===== config.mk =====
export PLATFORM = sky130hd
export DESIGN_NAME = pgd_fifo
export DESIGN_NICKNAME = d
export VERILOG_FILES = /design/src/rtl/pgd_pkg.sv /design/src/rtl/pgd_fifo.sv
export SDC_FILE = /design/constraint.sdc
export NUM_CORES = 1
export LEC_CHECK = 0
export BUFFER_PORTS_ARGS = -buffer_cell sky130_fd_sc_hd__clkbuf_2
export CORE_MARGIN = 2
export CORE_UTILIZATION = 50
export DETAILED_ROUTE_END_ITERATION = 7
export PLACE_DENSITY = 0.79
export SLEW_MARGIN = 20
export SYNTH_ARGS = -nofsm -noshare
export SYNTH_HDL_FRONTEND = slang
export SYNTH_SLANG_ARGS = --single-unit

===== constraint.sdc =====
create_clock -name clk -period 12.5 [get_ports clk]
set_input_delay 2.5 -clock clk [delete_from_list [all_inputs] [get_ports clk]]
set_output_delay 2.5 -clock clk [all_outputs]
set_load 0.005 [all_outputs]

===== src/rtl/pgd_pkg.sv =====
`default_nettype none

package pgd_pkg;

	localparam int DEF_MAX_WIDTH  = 1024;
	localparam int DEF_MAX_HEIGHT = 1024;

	// padded coordinates up to 4099 fit in 13 bits
	localparam int COORD_W    = 13;
	localparam int CFG_IDX_W  = 3;
	localparam int CFG_DATA_W = 32;

	localparam logic [CFG_IDX_W-1:0] REG_GRID_WIDTH   = 3'd0;
	localparam logic [CFG_IDX_W-1:0] REG_GRID_HEIGHT  = 3'd1;
	localparam logic [CFG_IDX_W-1:0] REG_OCC_THRESH   = 3'd2;
	localparam logic [CFG_IDX_W-1:0] REG_UNKNOWN_PASS = 3'd3;
	localparam logic [CFG_IDX_W-1:0] REG_OUTSIDE_PROB = 3'd4;

	localparam logic signed [7:0] OCC_UNKNOWN = -8'sd1;

	typedef struct packed {
		logic              frame_start;
		logic signed [7:0] occupancy;
		logic [31:0]       old_prob;
	} in_item_t;

	typedef struct packed {
		logic [31:0] new_prob;
		logic        last_cell;
	} out_item_t;

	typedef struct packed {
		logic [COORD_W-1:0] eff_w;
		logic [COORD_W-1:0] eff_h;
		logic [6:0]         thr;
		logic               unk_pass;
		logic [31:0]        outside_prob;
	} cfg_t;

	// one classified cell on its way from front to back
	typedef struct packed {
		logic signed [7:0]  occupancy;
		logic [31:0]        old_prob;
		logic [COORD_W-1:0] row;
		logic [COORD_W-1:0] col;
		logic [2:0]         slot5;
		logic [1:0]         slot4;
		logic               produce;
		logic               last;
	} cell_t;

endpackage

`default_nettype wire


===== src/rtl/pgd_fifo.sv =====
`default_nettype none

module pgd_fifo (
	input  wire logic           clk,
	input  wire logic           arst_n,
	input  wire logic           push,
	input  wire pgd_pkg::cell_t push_data,
	output logic                full,
	input  wire logic           pop,
	output logic                empty,
	output pgd_pkg::cell_t      head
);
	import pgd_pkg::*;

	cell_t      mem_q [2];
	logic       wr_q, rd_q;
	logic [1:0] count_q;

	assign full = (count_q == 2'd2);
	assign empty = (count_q == 2'd0);
	assign head = mem_q[rd_q];

	always_ff @(posedge clk) begin
		if (push) begin
			mem_q[wr_q] <= push_data;
		end
	end

	always_ff @(posedge clk or negedge arst_n) begin
		if (!arst_n) begin
			wr_q <= 1'b0;
			rd_q <= 1'b0;
			count_q <= '0;
		end else begin
			if (push) begin
				wr_q <= !wr_q;
			end
			if (pop) begin
				rd_q <= !rd_q;
			end
			if (push && !pop) begin
				count_q <= count_q + 2'd1;
			end else if (pop && !push) begin
				count_q <= count_q - 2'd1;
			end
		end
	end

endmodule

`default_nettype wire


==> results.json <==
{
  "critPathLaunchType": "register",
  "dp_hpwl_microns": 6020,
  "synth.cell_area_sq_um": 5700,
  "place_ws_ns": 7.94,
  "cp.required_ns": 10.00,
  "ys.flop_type": "edfxtp_1",
  "worstSetupPathDepth": 3,
  "h-tree-depth": 4,
  "synth_top_cell_by_area": "edfxtp_1",
  "holdPathEnd": "count_q[1]",
  "clock_latency_ns": 0.41,
  "diodes": 0,
  "regToRegStartpoint": "wr_q",
  "avgSynthCellArea_sq_um": 23.5,
  "ant_nets": 0,
  "final-max-slew-violation-count": 0,
  "rows": 38,
  "ctsResizeCount": 0,
  "grt_pass1_vias": 2912,
  "dr.pass1.iters": 4,
  "fmax_ghz": 0.202,
  "ios": 152,
  "wirelength_microns": 9160,
  "tightest_slew_ns": 0.985,
  "hp-class": "register to register",
  "grt_pass1_wl_microns": 14500,
  "antenna_found_initial": 0,
  "drv_cap": 0,
  "synth_async_sr_flop_share_pct": 2.67,
  "initial_core_util_pct": 51.9,
  "outcome": "finished, final reports clean",
  "finalHoldViolCount": 0,
  "gp_congestion": 0.727,
  "crit_type": "register to output pin",
  "grt.total_usage_pct": 15.4,
  "rr_worst_depth": 2,
  "min_period_ns": 4.95,
  "min-delay-start": "count_q[1]",
  "drt-initial-drc-count": 124,
  "nets": 485,
  "cpMaxStageDelayCell": "dfrtp_4",
  "grt.busiest_layer": "met2",
  "fill_cells": 757,
  "die_y_microns": 111,
  "max_slew_margin_pct": 34.4,
  "synth_edf_count": 146,
  "post_cts_buffers": 0,
  "clock_skew_ns": 0.00951,
  "numCtsBuffers": 17,
  "use_met2_pct": 25.8,
  "critPathMaxStageDelay_ns": 0.79,
  "cts_tree": "yes",
  "dieArea_sq_um": 12300,
  "period_share_pct": 39.6,
  "clk_pin_slew_worst_paths_ns": 0.06,
  "gr-usage-met1_pct": 17.3,
  "synth_top_area_share_pct": 76.9,
  "yosys_register_bits": 150,
  "drc": 0,
  "grt_max_degree": 74,
  "worstPathMaxFanout": 41,
  "core-area_sq_um": 11000,
  "holdPathStages": 1,
  "setup_tns_ns": 0,
  "hold_slack_ns": 0.485,
  "synth.most_common_cell": "edfxtp_1",
  "cp_num_buf_inv": 2,
  "drive_gt1_share_pct": 61.7,
  "hold_buffers": 0,
  "wire_per_inst_microns": 16.4,
  "synthTopCellsByArea": "edfxtp_1, mux2_4, mux2_2",
  "r2r_setup_slack_ns": 10.81,
  "met3_usage_pct": 5.90,
  "num_vias": 2710,
  "endpoint_kind": "output pin",
  "die_x_microns": 111,
  "timing.rr.end": "mem_q[0][7]",
  "avgViaCountPerCell": 4.84,
  "area_delta_synth_final_pct": 26.0,
  "fin_ws_ns": 7.55,
  "yosys_warnings": 0,
  "grt_setup_unrepaired": "no",
  "clock_sinks": 150,
  "synth_nets": 321,
  "setup_viol_count_final": 0,
  "syn-instance-count": 243,
  "cp_top_family": "buffers and inverters",
  "root_buffer": "clkbuf_16",
  "ir_drop_v": 0.000119,
  "yosysSeqAreaShare_pct": 78.6,
  "synth_cell_types": 13,
  "portBuffers": 151,
  "crit_chain": "buf_4, mux2_2, clkbuf_2",
  "overflow": 0,
  "p_leak_nw": 2.94,
  "powerDensity_nw_per_um2": 230,
  "worstPathArrival_ns": 2.45,
  "ys_top_cells_by_count": "edfxtp_1, mux2_4, mux2_2, buf_6",
  "cts.path.max_buffers": 2
}
-- per-stage QoR --
step	cell area, sq um	total power [mW]	std cells	utilization (%)
3_3_place_gp	6580	1.15	528	59.9
3_5_place_dp	6580	1.17	528	59.9
2_1_floorplan	5700	1.02	243	-
4_1_cts	7180	1.67	560	65.4
5_1_grt	7180	1.73	560	65.4
6_report	7180	1.65	560	65.4
-- final cells by class --
type / count / area (sq um) / share of cell area [%]
Clock buffer: 17 / 425 / 5.92
Multi-Input combinational cell: 84 / 1140 / 15.9
Timing Repair Buffer: 153 / 771 / 10.7
Inverter: 1 / 3.75 / 0.0523
Clock inverter: 15 / 179 / 2.49
Tap cell: 140 / 175 / 2.44
Sequential cell: 150 / 4490 / 62.5
-- where the power goes --
part           switching, mW  internal [mW]
Combinational          0.179          0.241
Clock                  0.193          0.315
Sequential            0.0514          0.671
-- placed cells by master, fill, tap and decap left out --
| master | synthesis | routed |
|---|---|---|
| clkinv_1 | 0 | 2 |
| edfxtp_1 | 146 | 146 |
| xnor2_1 | 1 | 1 |
| buf_4 | 0 | 2 |
| xor2_1 | 4 | 4 |
| inv_6 | 0 | 1 |
| clkinvlp_4 | 0 | 1 |
| ha_1 | 1 | 1 |
| clkbuf_16 | 0 | 17 |
| inv_8 | 0 | 1 |
| dfrtp_1 | 4 | 3 |
| and2_4 | 0 | 1 |
| bufinv_16 | 0 | 3 |
| nor2b_4 | 0 | 1 |
| nor2b_1 | 2 | 1 |
| mux2_2 | 13 | 13 |
| nor2_1 | 2 | 2 |
| dfrtp_4 | 0 | 1 |
| clkinv_2 | 0 | 2 |
| inv_1 | 1 | 1 |
| clkinv_4 | 0 | 5 |
| clkbuf_2 | 0 | 151 |
| mux2_4 | 60 | 60 |
-- worst max-delay path by stage --
stage | start | endpoint | slack [ns]
3_5_place_dp | rd_q | head[70] | 7.94
2_1_floorplan | push | mem_q[0][0] | 6.29
6_report | rd_q | head[70] | 7.55
4_1_cts | rd_q | head[70] | 7.50
3_3_place_gp | rd_q | head[70] | 7.95
5_1_grt | rd_q | head[70] | 7.41
-- cell families (layout without fill, tap and decap cells) --
family	Yosys count	count (layout)	share of synthesized area, %
flip-flops	150	150	78.6
multiplexers	73	73	18.4
buffers and inverters	9	186	1.54
XOR/XNOR	5	5	0.768
AND/OR/NAND/NOR	5	5	0.461
adder cells (fa/ha/maj)	1	1	0.219
-- state kept, by name, summed over array words and instances (netlist names) --
register and flops:
wr_q 1, mem_q 146, rd_q 1, count_q 2
-- worst register-to-register path: cells and delay by family (launching register included) --
| family | cells | cell delay [ns] |
|---|---|---|
| simple gates | 1 | 0.11 |
| buf+inv | 1 | 0.75 |
| flops | 1 | 0.43 |
-- per-layer routing --
metal / share of wire (%) / up-vias
met1: 39 / 1307
met5: 0 / -
met4: 1.7 / 0
met2: 52 / 100
met3: 6.6 / 8
li1: - / 1295
(Power assumes the default switching activity.)
