File: src/rtl/pgd_pkg.sv
`default_nettype none

package pgd_pkg;

	localparam int DEF_MAX_WIDTH  = 1024;
	localparam int DEF_MAX_HEIGHT = 1024;

	// padded coordinates up to 4099 fit in 13 bits
	localparam int COORD_W    = 13;
	localparam int CFG_IDX_W  = 3;
	localparam int CFG_DATA_W = 32;

	localparam logic [CFG_IDX_W-1:0] REG_GRID_WIDTH   = 3'd0;
	localparam logic [CFG_IDX_W-1:0] REG_GRID_HEIGHT  = 3'd1;
	localparam logic [CFG_IDX_W-1:0] REG_OCC_THRESH   = 3'd2;
	localparam logic [CFG_IDX_W-1:0] REG_UNKNOWN_PASS = 3'd3;
	localparam logic [CFG_IDX_W-1:0] REG_OUTSIDE_PROB = 3'd4;

	localparam logic signed [7:0] OCC_UNKNOWN = -8'sd1;

	typedef struct packed {
		logic              frame_start;
		logic signed [7:0] occupancy;
		logic [31:0]       old_prob;
	} in_item_t;

	typedef struct packed {
		logic [31:0] new_prob;
		logic        last_cell;
	} out_item_t;

	typedef struct packed {
		logic [COORD_W-1:0] eff_w;
		logic [COORD_W-1:0] eff_h;
		logic [6:0]         thr;
		logic               unk_pass;
		logic [31:0]        outside_prob;
	} cfg_t;

	// one classified cell on its way from front to back
	typedef struct packed {
		logic signed [7:0]  occupancy;
		logic [31:0]        old_prob;
		logic [COORD_W-1:0] row;
		logic [COORD_W-1:0] col;
		logic [2:0]         slot5;
		logic [1:0]         slot4;
		logic               produce;
		logic               last;
	} cell_t;

endpackage

`default_nettype wire

File: src/rtl/pgd_front.sv
`default_nettype none

module pgd_front (
	input  wire logic             clk,
	input  wire logic             arst_n,
	input  wire logic             in_valid,
	output logic                  in_stall,
	input  wire pgd_pkg::in_item_t in_data,
	input  wire pgd_pkg::cfg_t    cfg,
	input  wire logic             q_full,
	output logic                  q_push,
	output pgd_pkg::cell_t        q_data
);
	import pgd_pkg::*;

	logic [COORD_W-1:0] col_q, row_q, pw, ph, cur_col, cur_row, col_inc, row_inc;
	logic [2:0] slot5_q, cur5;
	logic [1:0] slot4_q, cur4;
	logic restart_row, accept;

	assign pw = cfg.eff_w + COORD_W'(4);
	assign ph = cfg.eff_h + COORD_W'(4);
	assign accept = in_valid && !q_full;
	assign in_stall = q_full;
	assign q_push = accept;

	always_comb begin
		restart_row = in_data.frame_start || (row_q >= ph);
		cur_col = (in_data.frame_start || (col_q >= pw)) ? '0 : col_q;
		cur_row = restart_row ? '0 : row_q;
		cur5 = restart_row ? '0 : slot5_q;
		cur4 = restart_row ? '0 : slot4_q;
		col_inc = cur_col + COORD_W'(1);
		row_inc = cur_row + COORD_W'(1);
		q_data.occupancy = in_data.occupancy;
		q_data.old_prob = in_data.old_prob;
		q_data.row = cur_row;
		q_data.col = cur_col;
		q_data.slot5 = cur5;
		q_data.slot4 = cur4;
		q_data.produce = (cur_row >= COORD_W'(4)) && (cur_col >= COORD_W'(4));
		q_data.last = (cur_row == ph - COORD_W'(1)) && (cur_col == pw - COORD_W'(1));
	end

	always_ff @(posedge clk or negedge arst_n) begin
		if (!arst_n) begin
			col_q <= '0;
			row_q <= '0;
			slot5_q <= '0;
			slot4_q <= '0;
		end else if (accept) begin
			if (col_inc >= pw) begin
				col_q <= '0;
				if (row_inc >= ph) begin
					row_q <= '0;
					slot5_q <= '0;
					slot4_q <= '0;
				end else begin
					row_q <= row_inc;
					slot5_q <= (cur5 == 3'd4) ? 3'd0 : cur5 + 3'd1;
					slot4_q <= cur4 + 2'd1;
				end
			end else begin
				col_q <= col_inc;
				row_q <= cur_row;
				slot5_q <= cur5;
				slot4_q <= cur4;
			end
		end
	end

endmodule

`default_nettype wire

File: config.mk
export PLATFORM = sky130hd
export DESIGN_NAME = pgd_front
export DESIGN_NICKNAME = d
export VERILOG_FILES = /design/src/rtl/pgd_pkg.sv /design/src/rtl/pgd_front.sv
export SDC_FILE = /design/constraint.sdc
export NUM_CORES = 1
export LEC_CHECK = 0
export BUFFER_PORTS_ARGS = -buffer_cell sky130_fd_sc_hd__buf_2
export CAP_MARGIN = 20
export CORE_MARGIN = 3
export CORE_UTILIZATION = 47
export DETAILED_ROUTE_END_ITERATION = 6
export PLACE_DENSITY = 0.77
export SYNTH_ARGS = -nofsm -noshare
export SYNTH_HDL_FRONTEND = slang
export SYNTH_SLANG_ARGS = --single-unit
export TNS_END_PERCENT = 10
File: constraint.sdc
create_clock -name clk -period 5.8 [get_ports clk]
set_clock_uncertainty 0.1 [all_clocks]
set_input_delay 1.16 -clock clk [delete_from_list [all_inputs] [get_ports clk]]
set_output_delay 1.16 -clock clk [all_outputs]
set_load 0.01 [all_outputs]
==> results of run 1 <==
per-stage QoR:
stage / worst slack, ns / util / hold slack [ns] / total power, mW / TNS [ns]
after floorplan: -0.402 / - / 0.350 / 0.486 / -9.07
after global placement: -0.780 / 0.601 / 0.369 / 0.606 / -21.32
after detailed placement: -1.01 / 0.601 / 0.382 / 0.621 / -26.39
after CTS: -0.357 / 0.646 / 0.396 / 0.945 / -8.38
after global routing: -0.574 / 0.660 / 0.418 / 1.00 / -14.56
final: -0.289 / 0.660 / 0.391 / 0.956 / -5.86
what timing repair did:
action                     CTS  global route
buffers inserted            13             9
gates cloned                 1             0
setup endpoints to repair   32            32
pin swaps                   45            24
resized for setup           55            21
power by group through the flow:
stage          Sequential [mW]  Combinational (mW)  Clock (mW)
2_1_floorplan            0.236               0.250           0
3_3_place_gp             0.246               0.360           0
3_5_place_dp             0.247               0.374           0
4_1_cts                  0.244               0.395       0.306
5_1_grt                  0.246               0.443       0.315
6_report                 0.245               0.407       0.304
cell families after synthesis:
family          count (synthesis)
buf+inv                       117
simple gates                  286
fa+ha+maj                      55
flops                          31
xor+xnor                       77
compound gates                146
mux                             2
layout by cell type (no fill, tap or decap), types with 6 or more instances in the layout:
cell type / n
xnor2_1: 42
o211ai_1: 8
o21ai_0: 14
nand3_1: 38
nor4_1: 6
buf_6: 7
ha_1: 44
buf_2: 62
nand4_1: 16
o21ai_1: 15
a21o_1: 13
and3_1: 9
nand2_1: 64
nor3_1: 13
a21oi_1: 14
xnor2_2: 6
a31oi_1: 10
xor2_1: 25
inv_1: 33
nor2_1: 51
nand2b_1: 8
dfrtp_1: 31
and2_1: 19
buf_4: 162
a211oi_1: 6
worst register-to-register path, delay by kind of cell (launching register included):
| kind | cells | cell delay [ns] |
|---|---|---|
| buf+inv | 2 | 0.34 |
| simple gates | 7 | 1.51 |
| compound gates | 9 | 1.74 |
| flops | 1 | 0.41 |
| fa+ha+maj | 3 | 0.91 |
cell type report:
| type | count | area, sq um | area share |
|---|---|---|---|
| repair buffers | 233 | 1640 | 0.226 |
| flip-flops and latches | 31 | 776 | 0.107 |
| inverters | 38 | 148 | 0.0204 |
| clock buffers | 5 | 125 | 0.0173 |
| multi-input cells | 566 | 4350 | 0.600 |
| clock inverters | 3 | 43.8 | 0.00604 |
| well taps | 140 | 175 | 0.0242 |
registers in the layout, summed over array words and instances, names as in the netlist:
signal,cells
col_q,13
slot4_q,2
row_q,13
slot5_q,3
how the worst max path moves through the flow:
stage                 start    endpoint  slack, ns  cells past startpoint
floorplan           cfg[42]  slot4_q[1]      -0.40                     26
global placement    cfg[55]  slot5_q[2]      -0.78                     31
detailed placement  cfg[42]    row_q[5]      -1.01                     23
CTS                 cfg[55]  slot5_q[0]      -0.36                     31
global route        cfg[56]  slot5_q[2]      -0.57                     31
finish              cfg[56]    row_q[7]      -0.29                     30
metal layers:
layer | track usage | part of all wire
met2 | 0.479 | 0.51
met5 | 0 | 0
met3 | 0.0329 | 0.065
met4 | 0.127 | 0.044
met1 | 0.296 | 0.38
==> impl_metrics.yaml, run 1 <==
die:
  ios: 186
  die_y_microns: 113
  die_area_sq_um: 12700
  die_width_microns: 113
  core_sq_um: 11000
  initial_core_util: 0.486
  core.rowCount: 38
worst_setup_path:
  r2r_setup_slack_ns: 0.67
  regToRegEndpoint: "row_q[7]"
  path_buf_inv: 4
  required_ns: 5.86
  critPathMaxStageDelay_ns: 0.40
  cp_slowest_cell: "or3_4"
  crit_arrival_ns: 6.15
  critPathCaptureType: "flop"
  criticalPathCategory: "in -> reg"
  cp_common_cell: "ha_4"
  path_max_fanout: 6
  start_kind: "input port"
  reg2regPathDepth: 21
  critPathTopFamily: "compound AO/OA/AOI/OAI gates"
  reg2reg_from: "row_q[2]"
synth:
  ys.flop_type: "dfrtp_1"
  syn_nets: 878
  synth_adder_area_share: 0.128
  synth_warnings: 0
  synth-simple-area-share: 0.278
  yosysMostFrequentCell: "nand2_1"
  ys_ff_latch: 31
  synth_top_area_share: 0.145
  synth_area_sq_um: 5340
  ys_seq_area_frac: 0.145
  synth-xor-area-share: 0.133
  syn_avg_cell_area_sq_um: 7.48
  synth_common_cells: "nand2_1, nor2_1, ha_1"
  yosys.area.top_type: "dfrtp_1"
  synth_edf_count: 0
  synth_cells: 714
  synthArstFlopShare: 1.00
  muxShareOfSynthArea: 0.00375
  netlist-cell-type-count: 74
  synth_top_cells_by_area: "dfrtp_1, ha_1, xnor2_1"
  synth_compound_area_frac: 0.198
  synth_top_family_by_area: "simple AND/OR/NAND/NOR gates"
cts:
  clock-sinks: 31
  cts_max_path_buffers: 2
  root_buffer: "clkbuf_16"
  htree_levels: 2
  cts_inserted_buffers: 5
  cts_hold_buf: 0
  clkTransAtPathRegs_ns: 0.05
  cts_tree: "built"
  insertion_delay_ns: 0.28
power:
  comb_power_share: 0.426
  ir_drop_mv: 0.0971
  p_leak_nw: 3.50
  internal-power_mw: 0.617
  seq_power_share: 0.256
  p_sw_frac: 0.355
  p_clk_frac: 0.318
  power.density_nw_per_um2: 132
  p_sw_mw: 0.339
sta:
  post-route-min-period_ns: 6.09
  setup_ws_ns: -0.289
  hold_viol_final: 0
  fin_crit_sh: 1.05
  report.final.setup_viol: 32
  tightest_slew_ns: 0.741
  slew_violations: 0
  rsz0062_at_grt: "yes"
  slew_headroom: 0.506
  fmax_ghz: 0.164
route:
  post_drt_wl_per_cell_microns: 16.9
  routed_wl_microns: 17200
  vias: 6028
  dr.first_iter.drc_count: 484
  first_pass_iters: 5
  viasPerCell: 5.93
  ant_nets: 0
  drc: 0
run_status:
  violations: "negative setup slack"
  run_status: "finished with violations"
hold_path:
  min_path_type: "reg -> reg"
  hp-start: "slot5_q[0]"
  hold_end: "slot5_q[0]"
  min_path_cells: 2
placed_design:
  gp_congestion: 0.947
  placed_cells: 986
  dp_hpwl_microns: 13300
  portBuffers: 65
  post_dp_cell_area_sq_um: 6600
layout:
  nets: 1039
  drive_gt1_frac: 0.372
  antenna_cells: 0
  syn2layout_area_growth_pct: 35.8
  final_cell_count_no_fill: 1016
  fill_cells: 876
  stdcell_area_sq_um: 7250
global_routing:
  grtUsageTotal: 0.261
  grt-ovfl-total: 0
  grt_pass1_vias: 6066
  grt_max_degree: 32
  antenna_found_initial: 0
  grt_pass1_wl_microns: 27800
run:
  drv_cap: 0
(Power assumes the default switching activity.)
==> run 2, diff against run 1 <==
--- a/config.mk
+++ b/config.mk
@@ -10,5 +10,5 @@
 export CORE_MARGIN = 3
-export CORE_UTILIZATION = 47
+export CORE_UTILIZATION = 40
 export DETAILED_ROUTE_END_ITERATION = 6
-export PLACE_DENSITY = 0.77
+export PLACE_DENSITY = 0.67
 export SYNTH_ARGS = -nofsm -noshare
==> constraint.sdc (replaced) <==
create_clock -name clk -period 5.8 [get_ports clk]
set_clock_uncertainty 0.1 [all_clocks]
set_input_delay 0 -clock clk [delete_from_list [all_inputs] [get_ports clk]]
set_output_delay 0 -clock clk [all_outputs]
set_load 0.01 [all_outputs]
==> impl_metrics.yaml, run 2 (same netlist as run 1, synthesis figures left out) <==
die:
  initial_core_util: 0.416
  die_width_microns: 122
  ios: 186
  core.rowCount: 41
  die_area_sq_um: 14800
  die_y_microns: 122
  core_sq_um: 12800
sta:
  slew_violations: 0
  report.final.setup_viol: 0
  hold_viol_final: 0
  slew_headroom: 0.517
  fmax_ghz: 0.186
  post-route-min-period_ns: 5.38
  fin_crit_sh: 0.928
  worst_hold_slack_ns: 0.0948
  tightest_slew_ns: 0.724
worst_setup_path:
  path_max_fanout: 9
  critPathTopFamily: "compound AO/OA/AOI/OAI gates"
  cp_slowest_cell: "or4_1"
  criticalPathCategory: "reg -> reg"
  critPathCaptureType: "flop"
  path_buf_inv: 3
  cp_common_cell: "ha_1"
  critPathMaxStageDelay_ns: 0.66
  start_kind: "flop"
  required_ns: 5.84
  crit_arrival_ns: 5.42
cts:
  htree_levels: 2
  insertion_delay_ns: 0.27
  cts_max_path_buffers: 2
  cts_tree: "built"
  clkTransAtPathRegs_ns: 0.06
  clock-sinks: 31
  cts_inserted_buffers: 5
  postCtsSetupBuffers: 0
  root_buffer: "clkbuf_16"
layout:
  final_cell_count_no_fill: 974
  antenna_cells: 0
  syn2layout_area_growth_pct: 20.9
  top_regs: "col_q: 13 flops, row_q: 13 flops, slot5_q: 3 flops"
  nets: 965
  final_common_cell: "nand2_1"
  drive_gt1_frac: 0.196
  mostFrequentLayoutCells: "nand2_1, buf_2, nor2_1"
placed_design:
  placed_cells: 924
  gp_congestion: 0.955
  dp_hpwl_microns: 11900
  portBuffers: 65
route:
  vias: 5469
  post_drt_wl_per_cell_microns: 15.9
  first_pass_iters: 5
  viasPerCell: 5.61
  drc: 0
  ant_nets: 0
  routed_wl_microns: 15400
  dr.first_iter.drc_count: 475
global_routing:
  grt_pass1_wl_microns: 24500
  antenna_found_initial: 0
  grt_pass1_vias: 4917
  grtUsageTotal: 0.201
  grt-ovfl-total: 0
  grt_max_degree: 32
power:
  p_leak_nw: 3.02
  comb_power_share: 0.393
  power.density_nw_per_um2: 139
  p_sw_frac: 0.346
  p_sw_mw: 0.311
  p_clk_frac: 0.340
  seq_power_share: 0.267
  ir_drop_mv: 0.0887
  internal-power_mw: 0.589
hold_path:
  min_path_type: "in -> out"
run_status:
  run_status: "complete, no violations"
run:
  drv_cap: 0
[run 2: final cells by class]
cell class                      count  area (sq um)
Fill cell                        1330          6370
Multi-Input combinational cell    566          4010
Timing Repair Buffer              159          1130
Sequential cell                    31           776
Tap cell                          172           215
Inverter                           38           143
Clock buffer                        6           139
Clock inverter                      2          35.0
[run 2: worst paths after layout]
| path | start | to | slack [ns] | depth (start not counted) |
|---|---|---|---|---|
| min in group asynchronous | arst_n | slot5_q[0] | 0.22 | 2 |
| setup reg to reg | row_q[0] | slot5_q[2] | 0.42 | 25 |
| hold reg to reg | slot5_q[0] | slot5_q[0] | 0.40 | 2 |
| setup / recovery | row_q[0] | slot5_q[2] | 0.42 | 25 |
| max in group asynchronous | arst_n | col_q[11] | 4.91 | 2 |
| hold / removal | q_full | in_stall | 0.09 | 2 |
[run 2: timing repair]
| action | CTS | global route |
|---|---|---|
| setup endpoints to repair | 0 | 30 |
| endpoints found under the hold margin | 71 | 0 |
| hold buffers | 41 | 0 |
| gates resized for setup | 0 | 9 |
[run 2: routing by layer]
metal,share of wire,track usage
met1,0.44,0.273
met2,0.48,0.335
met3,0.051,0.0163
met4,0.024,0.0700
met5,0,0
[run 2: power groups by stage]
stage	combinational (mW)	sequential, mW	clock, mW
finish	0.354	0.240	0.306
global route	0.390	0.242	0.319
CTS	0.350	0.240	0.310
detailed placement	0.317	0.243	0
global placement	0.313	0.244	0
floorplan	0.241	0.235	0
[run 2: through the flow]
step                utilization  total power, mW  area, sq um  setup WS (ns)  setup TNS, ns
finish                    0.503            0.900         6450          0.419              0
global route              0.503            0.950         6450        -0.0158        -0.0158
CTS                       0.499            0.899         6400          0.101              0
detailed placement        0.454            0.560         5820         -0.131         -0.798
global placement          0.454            0.557         5820        -0.0698         -0.345
floorplan                     -            0.476         5350         0.0890              0
[run 2: worst reg2reg max path, delay by kind of cell, from the launching register on]
kind | cells | cell delay [ns]
adder cells (fa/ha/maj) | 4 | 1.08
flip-flops | 1 | 0.39
AND/OR/NAND/NOR | 7 | 1.44
AO/OA/AOI/OAI | 10 | 1.53
XOR/XNOR | 1 | 0.22
buffers and inverters | 3 | 0.49
==> run 3, diff against run 2 <==
CELL_PAD_IN_SITES_DETAIL_PLACEMENT = 1   (was not set)
CELL_PAD_IN_SITES_GLOBAL_PLACEMENT = 1   (was not set)
CORE_UTILIZATION = 33   (was 40)
PLACE_DENSITY = 0.77   (was 0.67)
==> impl_metrics.yaml, run 3 (same netlist as run 1, synthesis figures left out) <==
hold_path:
  hp-start: "q_full"
  hold_end: "in_stall"
  min_path_type: "in -> out"
  min_path_cells: 2
sta:
  report.final.setup_viol: 0
  worst_hold_slack_ns: 0.0970
  slew_violations: 0
  setup-tns-final_ns: 0
  rsz0062_at_grt: "no"
  setup_ws_ns: 0.402
  fin_crit_sh: 0.931
  fmax_ghz: 0.185
  slew_headroom: 0.313
  hold_viol_final: 0
  tightest_slew_ns: 1.03
  post-route-min-period_ns: 5.40
route:
  viasPerCell: 5.49
  first_pass_iters: 4
  post_drt_wl_per_cell_microns: 17.7
  routed_wl_microns: 18100
  ant_nets: 0
  dr.first_iter.drc_count: 312
  vias: 5621
  drc: 0
global_routing:
  top_usage_layer: "met2"
  grt_max_degree: 32
  grt_pass1_vias: 5715
  met2_usage: 0.348
  antenna_found_initial: 0
  grt-ovfl-total: 0
  grtUsageTotal: 0.196
  grt_util_met3: 0.0136
  grtUsageMet1: 0.254
  grt_pass1_wl_microns: 29000
worst_setup_path:
  path_max_fanout: 9
  critPathTopFamily: "compound AO/OA/AOI/OAI gates"
  critPathMaxStageDelay_ns: 0.45
  cp_slowest_cell: "maj3_1"
  required_ns: 5.84
  regToRegEndpoint: "slot5_q[2]"
  critPathCaptureType: "flop"
  r2r_setup_slack_ns: 0.40
  start_kind: "flop"
  crit_arrival_ns: 5.44
  reg2reg_from: "row_q[2]"
  crit_path_cell_trace: "ha_1, a21o_1, a31oi_1, o21ai_0, maj3_1, a211oi_2, or4_1, nand2_1, inv_1, ha_1, nand3_1, nor4_1, buf_4, nand2_1, or2_2, a2111oi_0, a211oi_1, o32ai_2, nand3_2, buf_4, a32oi_1, a31oi_1"
  criticalPathCategory: "reg -> reg"
  path_buf_inv: 3
  reg2regPathDepth: 22
power:
  ir_drop_mv: 0.0889
  p_leak_nw: 3.06
  p_sw_frac: 0.365
  power.total_mw: 0.918
  internal-power_mw: 0.583
  p_clk_frac: 0.332
  comb_power_share: 0.406
  p_sw_mw: 0.335
  power.density_nw_per_um2: 139
  seq_power_share: 0.262
cts:
  cts_tree: "built"
  clkTransAtPathRegs_ns: 0.06
  cts_max_path_buffers: 2
  insertion_delay_ns: 0.28
  root_buffer: "clkbuf_16"
  cts_inserted_buffers: 5
  htree_levels: 2
  clock-sinks: 31
layout:
  nets: 976
  multiInputGateArea_sq_um: 4030
  mostFrequentLayoutCells: "nand2_1, buf_2, buf_4"
  final_common_cell: "nand2_1"
  antenna_cells: 0
  fill_cells: 1963
  syn2layout_area_growth_pct: 23.4
  top_regs: "col_q: 13 flops, row_q: 13 flops, slot5_q: 3 flops"
  regArea_sq_um: 776
  drive_gt1_frac: 0.208
die:
  die_width_microns: 133
  core.rowCount: 45
  die_y_microns: 133
  core_sq_um: 15500
  die_area_sq_um: 17700
  ios: 186
  initial_core_util: 0.343
placed_design:
  portBuffers: 65
  dp_slack_ns: 0.0421
  dp_hpwl_microns: 14000
  gp_congestion: 0.922
run_status:
  run_status: "complete, no violations"
run:
  drv_cap: 0
## run 3: worst max path at each step
stage               startpoint         end  slack (ns)  cells past startpoint
floorplan              cfg[58]    row_q[7]        0.09                     31
global placement       cfg[42]   row_q[11]        0.05                     27
detailed placement     cfg[42]   row_q[11]        0.04                     23
CTS                   row_q[2]   row_q[11]        0.13                     21
global route           cfg[55]  slot5_q[0]        0.04                     30
finish                row_q[2]  slot5_q[2]        0.40                     22
## run 3: what timing repair did
item,CTS,global route
endpoints found under the setup margin,0,28
endpoints found under the hold margin,71,0
gates resized for setup,0,11
hold buffers,41,0
setup buffers,0,2
## run 3: area by class of cell
| type | instances | area share |
|---|---|---|
| Sequential cell | 31 | 0.118 |
| Clock inverter | 3 | 0.00665 |
| Inverter | 38 | 0.0217 |
| Clock buffer | 5 | 0.0190 |
| Multi-Input combinational cell | 567 | 0.611 |
| Tap cell | 211 | 0.0401 |
| Timing Repair Buffer | 169 | 0.184 |
## run 3: routing by layer
layer,share of wire,routed length [microns]
met5,0,0
met4,0.022,402
met3,0.042,754
met2,0.50,8980
met1,0.44,7940
## run 3: power groups by stage
stage / clock (mW) / sequential [mW] / combinational [mW]
after floorplan: 0 / 0.235 / 0.241
after CTS: 0.308 / 0.240 / 0.366
after detailed placement: 0 / 0.244 / 0.332
after global placement: 0 / 0.244 / 0.324
after global routing: 0.316 / 0.242 / 0.411
final: 0.305 / 0.241 / 0.373
## run 3: stage by stage
stage	cell area [sq um]	util	std cells
6_report	6590	0.424	1024
5_1_grt	6590	0.424	1024
4_1_cts	6510	0.419	1020
3_5_place_dp	5930	0.381	971
3_3_place_gp	5930	0.381	971
2_1_floorplan	5350	-	714
